## config.mk

```make
export PLATFORM = sky130hd
export DESIGN_NAME = positional_list_engine
export DESIGN_NICKNAME = d
export VERILOG_FILES = /design/src/hw/rtl/ple_pkg.sv /design/src/hw/rtl/positional_list_engine.sv /design/src/hw/rtl/ple_store.sv /design/src/hw/rtl/ple_datapath.sv /design/src/hw/rtl/ple_sequencer.sv
export SDC_FILE = /design/constraint.sdc
export NUM_CORES = 2
export LEC_CHECK = 0
export BUFFER_PORTS_ARGS = -buffer_cell sky130_fd_sc_hd__buf_4
export CELL_PAD_IN_SITES_DETAIL_PLACEMENT = 1
export CELL_PAD_IN_SITES_GLOBAL_PLACEMENT = 1
export CORE_UTILIZATION = 50
export DETAILED_ROUTE_END_ITERATION = 16
export PLACE_DENSITY = 0.79
export SLEW_MARGIN = 10
export SYNTH_ARGS = -nofsm -noshare
export SYNTH_HDL_FRONTEND = slang
export SYNTH_SLANG_ARGS = --single-unit
```

## constraint.sdc

```tcl
create_clock -name clock -period 11.1 [get_ports clock]
set_input_delay 1.11 -clock clock [delete_from_list [all_inputs] [get_ports clock]]
set_output_delay 1.11 -clock clock [all_outputs]
set_load 0.01 [all_outputs]
```

## src/hw/rtl/ple_pkg.sv

```systemverilog
// Package for the positional list engine: item types, command codes,
// microcode word layout and the microcode program itself.
// Used by every module under hw/rtl but ple_store.
package ple_pkg;

   // Command codes of the req_item.cmd field
   localparam logic [2:0] CMD_PUSH_FRONT = 3'd0;
   localparam logic [2:0] CMD_PUSH_BACK  = 3'd1;
   localparam logic [2:0] CMD_INSERT_AT  = 3'd2;
   localparam logic [2:0] CMD_POP_FRONT  = 3'd3;
   localparam logic [2:0] CMD_POP_BACK   = 3'd4;
   localparam logic [2:0] CMD_REMOVE_AT  = 3'd5;
   localparam logic [2:0] CMD_SEARCH     = 3'd6;

   typedef struct packed {
      logic [2:0]         cmd;
      logic [6:0]         position;
      logic signed [31:0] value;
   } req_type;

   typedef struct packed {
      logic       ok;
      logic [6:0] count;
   } rsp_type;

   // Microcode program steps
   typedef enum logic [3:0] {
      ST_INS_TEST = 4'd0,
      ST_INS_RD   = 4'd1,
      ST_INS_WR   = 4'd2,
      ST_INS_PUT  = 4'd3,
      ST_REM_TEST = 4'd4,
      ST_REM_RD   = 4'd5,
      ST_REM_WR   = 4'd6,
      ST_REM_FIN  = 4'd7,
      ST_SR_TEST  = 4'd8,
      ST_SR_RD    = 4'd9,
      ST_SR_CMP   = 4'd10,
      ST_SR_HIT   = 4'd11,
      ST_FAIL     = 4'd12
   } step_type;

   typedef enum logic [1:0] {
      ADDR_PTR = 2'd0,
      ADDR_DEC = 2'd1,
      ADDR_INC = 2'd2
   } addr_sel_type;

   typedef enum logic {
      WD_RDATA = 1'b0,
      WD_VALUE = 1'b1
   } wdata_sel_type;

   typedef enum logic [1:0] {
      OP_HOLD = 2'd0,
      OP_INC  = 2'd1,
      OP_DEC  = 2'd2
   } op_type;

   typedef enum logic [1:0] {
      JMP_NONE     = 2'd0,
      JMP_ALWAYS   = 2'd1,
      JMP_EQ_LIM   = 2'd2,
      JMP_NO_MATCH = 2'd3
   } jump_type;

   // One control word; all zero means no operation
   typedef struct packed {
      logic          rd_en;
      logic          wr_en;
      addr_sel_type  addr_sel;
      wdata_sel_type wdata_sel;
      op_type        ptr_op;
      op_type        cnt_op;
      jump_type      jump;
      step_type      target;
      logic          set_ok;
      logic          done;
   } ucode_type;

   // Datapath status seen by the sequencer
   typedef struct packed {
      logic     eq_lim;
      logic     match;
      step_type entry;
   } status_type;

   // Microcode ROM
   function automatic ucode_type ucode_rom(step_type step);
      ucode_type w;
      w = '0;
      case (step)
         ST_INS_TEST: begin
            w.jump   = JMP_EQ_LIM;
            w.target = ST_INS_PUT;
         end
         ST_INS_RD: begin
            w.rd_en    = 1'b1;
            w.addr_sel = ADDR_DEC;
         end
         ST_INS_WR: begin
            w.wr_en     = 1'b1;
            w.addr_sel  = ADDR_PTR;
            w.wdata_sel = WD_RDATA;
            w.ptr_op    = OP_DEC;
            w.jump      = JMP_ALWAYS;
            w.target    = ST_INS_TEST;
         end
         ST_INS_PUT: begin
            w.wr_en     = 1'b1;
            w.addr_sel  = ADDR_PTR;
            w.wdata_sel = WD_VALUE;
            w.cnt_op    = OP_INC;
            w.set_ok    = 1'b1;
            w.done      = 1'b1;
         end
         ST_REM_TEST: begin
            w.jump   = JMP_EQ_LIM;
            w.target = ST_REM_FIN;
         end
         ST_REM_RD: begin
            w.rd_en    = 1'b1;
            w.addr_sel = ADDR_INC;
         end
         ST_REM_WR: begin
            w.wr_en     = 1'b1;
            w.addr_sel  = ADDR_PTR;
            w.wdata_sel = WD_RDATA;
            w.ptr_op    = OP_INC;
            w.jump      = JMP_ALWAYS;
            w.target    = ST_REM_TEST;
         end
         ST_REM_FIN: begin
            w.cnt_op = OP_DEC;
            w.set_ok = 1'b1;
            w.done   = 1'b1;
         end
         ST_SR_TEST: begin
            w.jump   = JMP_EQ_LIM;
            w.target = ST_FAIL;
         end
         ST_SR_RD: begin
            w.rd_en    = 1'b1;
            w.addr_sel = ADDR_PTR;
         end
         ST_SR_CMP: begin
            w.ptr_op = OP_INC;
            w.jump   = JMP_NO_MATCH;
            w.target = ST_SR_TEST;
         end
         ST_SR_HIT: begin
            w.set_ok = 1'b1;
            w.done   = 1'b1;
         end
         ST_FAIL: begin
            w.done = 1'b1;
         end
         default: begin
            w.done = 1'b1;
         end
      endcase
      return w;
   endfunction

endpackage

```

## src/hw/rtl/positional_list_engine.sv

```systemverilog
// Positional list engine: an ordered list of up to DEPTH signed 32-bit
// values with insert, remove and search commands at the ends or a position.
// Depends on ple_pkg, ple_sequencer and ple_datapath.
//
// Usage:
//   Drive req_item and raise start; the item is taken at a clock edge where
//   start is high and busy is low. busy stays high while the microcode walks
//   the store. One result comes back on rsp_item with rsp_strobe high for a
//   single cycle: ok and the count after the command.
// Shifting costs three steps per slot (test, read, write) since the store
//   has one registered read port and one write port; the next item can be
//   taken in the cycle the strobe is high.
// Reset clears the count, the sequencer and the strobe; the store is not
//   cleared, since only slots below the count are ever read.
// The receiver cannot stall: each result must be taken as it is strobed.
module positional_list_engine #(
   parameter int DEPTH = 64
) (
   input  logic                clock,
   input  logic                reset,
   input  logic                start,
   output logic                busy,
   input  ple_pkg::req_type    req_item,
   output logic                rsp_strobe,
   output ple_pkg::rsp_type    rsp_item
);
   import ple_pkg::*;

   ucode_type  ctrl;
   status_type status;
   logic       accept;

   assign accept = start && !busy;

   ple_sequencer u_seq (
      .clock  (clock),
      .reset  (reset),
      .accept (accept),
      .status (status),
      .ctrl   (ctrl),
      .busy   (busy),
      .strobe (rsp_strobe)
   );

   ple_datapath #(
      .DEPTH (DEPTH)
   ) u_dp (
      .clock  (clock),
      .reset  (reset),
      .accept (accept),
      .req    (req_item),
      .ctrl   (ctrl),
      .status (status),
      .rsp    (rsp_item)
   );
endmodule

```

## src/hw/rtl/ple_store.sv

```systemverilog
// Value store of the positional list engine: one write port and one
// registered read port. Depends on nothing.
module ple_store #(
   parameter int DEPTH = 64
) (
   input  logic                       clock,
   input  logic                       wr_en,
   input  logic [$clog2(DEPTH)-1:0]   wr_addr,
   input  logic [31:0]                wr_data,
   input  logic                       rd_en,
   input  logic [$clog2(DEPTH)-1:0]   rd_addr,
   output logic [31:0]                rd_data
);
   logic [31:0] mem [DEPTH];
   logic [31:0] rd_data_ff;

   // Write slot
   always_ff @(posedge clock) begin
      if (wr_en) begin
         mem[wr_addr] <= wr_data;
      end
   end

   // Read slot into the registered read data
   always_ff @(posedge clock) begin
      if (rd_en) begin
         rd_data_ff <= mem[rd_addr];
      end
   end

   assign rd_data = rd_data_ff;
endmodule

```

## src/hw/rtl/ple_datapath.sv

```systemverilog
// Datapath of the positional list engine: pointer, limit, count, value
// and flag registers, command dispatch and the value store.
// Depends on ple_pkg and ple_store.
module ple_datapath #(
   parameter int DEPTH = 64
) (
   input  logic                   clock,
   input  logic                   reset,
   input  logic                   accept,
   input  ple_pkg::req_type       req,
   input  ple_pkg::ucode_type     ctrl,
   output ple_pkg::status_type    status,
   output ple_pkg::rsp_type       rsp
);
   import ple_pkg::*;

   localparam int AW   = $clog2(DEPTH);
   localparam int CW   = $clog2(DEPTH + 1);
   localparam int CMPW = (CW > 7) ? CW : 7;

   logic [CW-1:0]   ptr_ff, ptr_in;
   logic [CW-1:0]   lim_ff, lim_in;
   logic [CW-1:0]   cnt_ff, cnt_in;
   logic [31:0]     value_ff;
   logic            ok_ff;

   logic [CMPW-1:0] cnt_w, pos_w, depth_w, cnt_m1, ins_pos, rem_pos;
   logic [CMPW-1:0] ptr_load, lim_load;
   step_type        entry;
   logic [CW-1:0]   addr_full;
   logic [31:0]     wr_data;
   logic [31:0]     rd_data;

   // Decide where the program starts and what the walk covers
   always_comb begin
      cnt_w   = CMPW'(cnt_ff);
      pos_w   = CMPW'(req.position);
      depth_w = CMPW'(DEPTH);
      cnt_m1  = cnt_w - CMPW'(1);
      ins_pos = (req.cmd == CMD_PUSH_FRONT) ? '0 :
                (req.cmd == CMD_PUSH_BACK)  ? cnt_w : pos_w;
      rem_pos = (req.cmd == CMD_POP_FRONT)  ? '0 :
                (req.cmd == CMD_POP_BACK)   ? cnt_m1 : pos_w;
      ptr_load = '0;
      lim_load = cnt_w;
      entry    = ST_FAIL;
      case (req.cmd)
         CMD_PUSH_FRONT, CMD_PUSH_BACK, CMD_INSERT_AT: begin
            ptr_load = cnt_w;
            lim_load = ins_pos;
            if (cnt_w != depth_w && ins_pos <= cnt_w) begin
               entry = ST_INS_TEST;
            end
         end
         CMD_POP_FRONT, CMD_POP_BACK, CMD_REMOVE_AT: begin
            ptr_load = rem_pos;
            lim_load = cnt_m1;
            if (cnt_w != '0 && rem_pos < cnt_w) begin
               entry = ST_REM_TEST;
            end
         end
         CMD_SEARCH: begin
            ptr_load = '0;
            lim_load = cnt_w;
            entry    = ST_SR_TEST;
         end
         default: begin
            entry = ST_FAIL;
         end
      endcase
   end

   // Next pointer, limit and count
   always_comb begin
      ptr_in = ptr_ff;
      lim_in = lim_ff;
      cnt_in = cnt_ff;
      if (accept) begin
         ptr_in = ptr_load[CW-1:0];
         lim_in = lim_load[CW-1:0];
      end else begin
         case (ctrl.ptr_op)
            OP_INC:  ptr_in = ptr_ff + CW'(1);
            OP_DEC:  ptr_in = ptr_ff - CW'(1);
            default: ptr_in = ptr_ff;
         endcase
      end
      case (ctrl.cnt_op)
         OP_INC:  cnt_in = cnt_ff + CW'(1);
         OP_DEC:  cnt_in = cnt_ff - CW'(1);
         default: cnt_in = cnt_ff;
      endcase
   end

   // Count and flag registers
   always_ff @(posedge clock) begin
      if (reset) begin
         cnt_ff <= '0;
         ok_ff  <= 1'b0;
      end else begin
         cnt_ff <= cnt_in;
         if (ctrl.done) begin
            ok_ff <= ctrl.set_ok;
         end
      end
   end

   // Walk registers and latched value
   always_ff @(posedge clock) begin
      ptr_ff <= ptr_in;
      lim_ff <= lim_in;
      if (accept) begin
         value_ff <= req.value;
      end
   end

   // Store address and write data
   always_comb begin
      case (ctrl.addr_sel)
         ADDR_DEC: addr_full = ptr_ff - CW'(1);
         ADDR_INC: addr_full = ptr_ff + CW'(1);
         default:  addr_full = ptr_ff;
      endcase
      wr_data = (ctrl.wdata_sel == WD_VALUE) ? value_ff : rd_data;
   end

   ple_store #(
      .DEPTH (DEPTH)
   ) u_store (
      .clock   (clock),
      .wr_en   (ctrl.wr_en),
      .wr_addr (addr_full[AW-1:0]),
      .wr_data (wr_data),
      .rd_en   (ctrl.rd_en),
      .rd_addr (addr_full[AW-1:0]),
      .rd_data (rd_data)
   );

   assign status.eq_lim = (ptr_ff == lim_ff);
   assign status.match  = (rd_data == value_ff);
   assign status.entry  = entry;

   assign rsp.ok    = ok_ff;
   assign rsp.count = cnt_w[6:0];
endmodule

```

## src/hw/rtl/ple_sequencer.sv

```systemverilog
// Microcode sequencer of the positional list engine: step counter,
// busy flag, control word fetch and the result strobe. Depends on ple_pkg.
module ple_sequencer (
   input  logic                   clock,
   input  logic                   reset,
   input  logic                   accept,
   input  ple_pkg::status_type    status,
   output ple_pkg::ucode_type     ctrl,
   output logic                   busy,
   output logic                   strobe
);
   import ple_pkg::*;

   step_type pc_ff, pc_in;
   logic     busy_ff, busy_in;
   logic     strobe_ff, strobe_in;
   logic     take;

   // Fetch control word and pick the next step
   always_comb begin
      ctrl = busy_ff ? ucode_rom(pc_ff) : '0;
      case (ctrl.jump)
         JMP_ALWAYS:   take = 1'b1;
         JMP_EQ_LIM:   take = status.eq_lim;
         JMP_NO_MATCH: take = !status.match;
         default:      take = 1'b0;
      endcase
      pc_in     = pc_ff;
      busy_in   = busy_ff;
      strobe_in = busy_ff && ctrl.done;
      if (accept) begin
         pc_in   = status.entry;
         busy_in = 1'b1;
      end else if (busy_ff) begin
         if (ctrl.done) begin
            busy_in = 1'b0;
         end else if (take) begin
            pc_in = ctrl.target;
         end else begin
            pc_in = step_type'(pc_ff + 4'd1);
         end
      end
   end

   // Hold step counter and flags
   always_ff @(posedge clock) begin
      if (reset) begin
         pc_ff     <= ST_FAIL;
         busy_ff   <= 1'b0;
         strobe_ff <= 1'b0;
      end else begin
         pc_ff     <= pc_in;
         busy_ff   <= busy_in;
         strobe_ff <= strobe_in;
      end
   end

   assign busy   = busy_ff;
   assign strobe = strobe_ff;
endmodule

```

==> impl_metrics.csv <==
group,metric,value,unit
setup_path,critical_path_required,11.68,ns
setup_path,setup.worst_path.start,"u_seq.busy",
drt,postRouteWirelength,286000,um
floorplan,floorplan.die_area,170000,um2
sta,setup_violators_final,0,
grt,grtUsageTotal,33.7,%
drt,drc_errors,0,
synth,syn-instance-count,4470,
layout,layout.cell_area.non_filler,95400,um2
clocking,cts_buffer_depth,3,
drt,drt.antenna.violating_nets,0,
drt,drtPass1Iterations,6,
job,max_cap_violations,0,
placed_design,place.detailed.instances,6614,
floorplan,core-area,167000,um2
run_status,run_status,"finished clean",
sta,finalClockSkew,0.0728,ns
grt,grt_pass1_wl,394000,um
synth,yosys_register_bits,2140,
grt,global_route.overflow_total,0,
clocking,cts_hold_buffers,0,
clocking,path_clk_slew,0.07,ns
clocking,clk_latency,0.91,ns
floorplan,die_h,413,um
grt,vias_in_the_first_global_route,50134,
floorplan,floorplan.die.width,413,um
setup_path,setup.worst_path.start_class,"flip-flop",
synth,synthArstFlopShare,0,%
layout,share_of_layout_cells_above_drive_strength_1,21.9,%
drt,via_count,49613,
sta,max_slew.worst_pin.slew,1.43,ns
clocking,tritoncts.num_buffers,209,
placed_design,place.gp.congestion,0.906,
synth,synth_top_flop_cell,"edfxtp_1",
sta,total_negative_setup_slacks,0,ns
layout,layout.nets,4692,
pwr,pwr_density_cell,185,nW/um2
sta,slew_viol_final,0,
clocking,post_cts.repair.setup_buffers,0,
sta,achievable-frequency,0.163,GHz
placed_design,dpl-instance-area,88200,um2
placed_design,port_buffers,54,
pwr,power.ir.vdd_worst,0.000187,V
sta,final_period_minus_worst_setup_slack,6.14,ns
synth,yosysSeqAreaShare,76.1,%
setup_path,largest_fanout_on_the_critical_path,73,
synth,syn_avg_cell_area,18.9,um2
hold_path,worst_hold_startpoint,"req_item[22]",
layout,finalNonFillerCells,7013,
floorplan,initial_utilization,50.4,%
setup_path,rrSetupSlack,4.96,ns
drt,detail_route.iter0.violations,8558,
floorplan,io_pins,55,
clocking,cts_num_sinks,2140,
clocking,htree_num_levels,4,
synth,synth_fp_nets,4540,
floorplan,placementRows,150,
sta,max-slew-margin-rel,4.56,%
clocking,tritoncts,"done",
setup_path,worst_setup_path_end_kind,"flip-flop",
synth,synth.distinct_cells,76,
drt,routed_via_density,7.07,
synth,synth-warning-count,0,
setup_path,arrival,6.71,ns
clocking,cts.root.buffer_cell,"clkbuf_16",
synth,netlist_area,84300,um2
clocking,postCtsResizedCells,0,
sta,min_period_over_period,55.3,%
placed_design,dp_hpwl,166000,um
hold_path,hold_class,"in2reg",
grt,antenna_violations_before_repair,19,
setup_path,critical_path_class,"reg2reg",
grt,maximum_number_of_pins_on_one_net_before_global_route_repair,111,
drt,route.detailed.wl_per_inst,40.8,um
setup_path,rr_startpoint,"u_seq.busy",
sta,final_hold_viol_count,0,
layout,share_of_the_core_filled_with_cells,57.0,%
synth,synth_edf_count,2126,
sta,rsz_0062_raised_after_global_routing,"false",
pwr,static-leakage-power,30.4,nW
layout,area_growth_syn_to_fin,13.1,%
pwr,fin_total_pwr,17.6,mW
registers in the layout, indices dropped and copies added, names as in the netlist, 4 cells and up:
name and flops:
u_dp.u_store.mem 2048, u_dp.u_store.rd_data 32, u_dp.value_ff 32, u_dp.cnt_ff 7
u_dp.lim_ff 7, u_dp.ptr_ff 7, u_seq.pc_ff 4
logic make-up (layout without fill, tap and decap cells):
| logic type | after synthesis | in the layout | share of synthesized area (%) |
|---|---|---|---|
| muxes | 565 | 565 | 12.8 |
| adders and majority gates | 25 | 25 | 0.371 |
| and+or+nand+nor | 916 | 916 | 4.89 |
| xor gates and xnor gates | 50 | 50 | 0.519 |
| AOI/OAI and AO/OA | 496 | 496 | 3.92 |
| other | 0 | 7 | 0 |
| DFF | 2140 | 2140 | 76.1 |
| buffers and inverters | 278 | 610 | 1.49 |
power by group:
part,total [mW],switching (mW),internal (mW)
clock network,7.43,3.20,4.23
logic,1.37,0.901,0.465
registers,8.81,0.0334,8.78
worst max-delay path: stages, from the launching register on:
cell	delay, ns
dfxtp_1	0.56
nor2b_1	0.27
nand3_1	0.16
ha_1	0.52
or2_1	0.24
o21a_4	0.40
buf_4	0.62
buf_12	0.59
nand2_1	0.11
buf_4	0.36
a21oi_1	0.21
a21boi_0	0.24
a311oi_1	0.09
a2111oi_0	1.17
nand3_1	0.19
cell usage in the layout (no fill, tap or decap), types with 38 or more instances in the layout:
master / synthesis / layout
clkinv_2: 0 / 42
nand2_1: 494 / 493
and3_1: 47 / 46
nor2_1: 111 / 43
clkbuf_16: 0 / 210
nand3_1: 107 / 107
a211oi_1: 54 / 54
xor2_1: 38 / 38
a31oi_1: 55 / 55
mux2i_1: 125 / 124
a21oi_1: 156 / 156
mux4_2: 404 / 404
nor2_4: 0 / 66
edfxtp_1: 2126 / 2126
buf_4: 13 / 185
clkinv_1: 2 / 48
path summary, 6_finish.rpt:
check                             endpoint  cells past startpoint
hold / removal           u_dp.value_ff[22]                      1
hold reg to reg                 u_dp.ok_ff                      2
setup / recovery  u_dp.u_store.rd_data[22]                     14
setup reg to reg  u_dp.u_store.rd_data[22]                     14
routing by layer:
layer | vias up | GRT usage (%) | share of wire, %
li1 | 18468 | - | -
met1 | 25572 | 43.0 | 34
met2 | 4493 | 50.4 | 45
met3 | 1062 | 10.8 | 14
met4 | 18 | 21.1 | 7.3
met5 | - | 0 | 0.051
Yosys cell counts, drive strengths merged, types with 4 or more instances:
master / instances / share of area (%)
nor4: 31 / 0.24
mux4: 404 / 11
a311oi: 12 / 0.12
and3: 47 / 0.35
a32oi: 19 / 0.20
o211ai: 11 / 0.098
ha: 25 / 0.37
nor2: 112 / 0.50
nand4: 31 / 0.26
xor2: 38 / 0.39
a221oi: 9 / 0.10
or4: 10 / 0.093
a22oi: 24 / 0.21
edfxtp: 2126 / 76
o21ai: 38 / 0.23
a21oi: 157 / 0.94
a31oi: 55 / 0.41
o31ai: 11 / 0.098
a2111oi: 4 / 0.042
a211o: 32 / 0.33
dfxtp: 14 / 0.33
nand3: 107 / 0.64
a31o: 8 / 0.083
a211oi: 54 / 0.48
mux2: 36 / 0.48
xnor2: 12 / 0.12
clkbuf: 108 / 0.48
or3: 4 / 0.030
nor2b: 34 / 0.25
buf: 150 / 0.92
o22ai: 23 / 0.17
nand2b: 12 / 0.089
o221ai: 5 / 0.052
mux2i: 125 / 1.5
nand2: 494 / 2.2
nor3: 22 / 0.13
inv: 18 / 0.080
metrics by stage:
step                      setup slack, ns  hold slack (ns)
final                                4.96            0.385
after global routing                 4.80            0.377
after CTS                            5.15            0.353
after detailed placement             5.13            0.459
after global placement               5.37            0.447
after floorplan                      5.96            0.432
area by class of cell:
type	count	area, um2
Fill cell	14469	71900
Sequential cell	2140	64100
Multi-Input combinational cell	2052	19600
Clock buffer	243	5380
Tap cell	2204	2760
Clock inverter	148	1690
Timing Repair Buffer	199	1680
Inverter	20	75.1
Antenna cell	7	17.5
No activity file was read; power rests on OpenSTA's default activity.
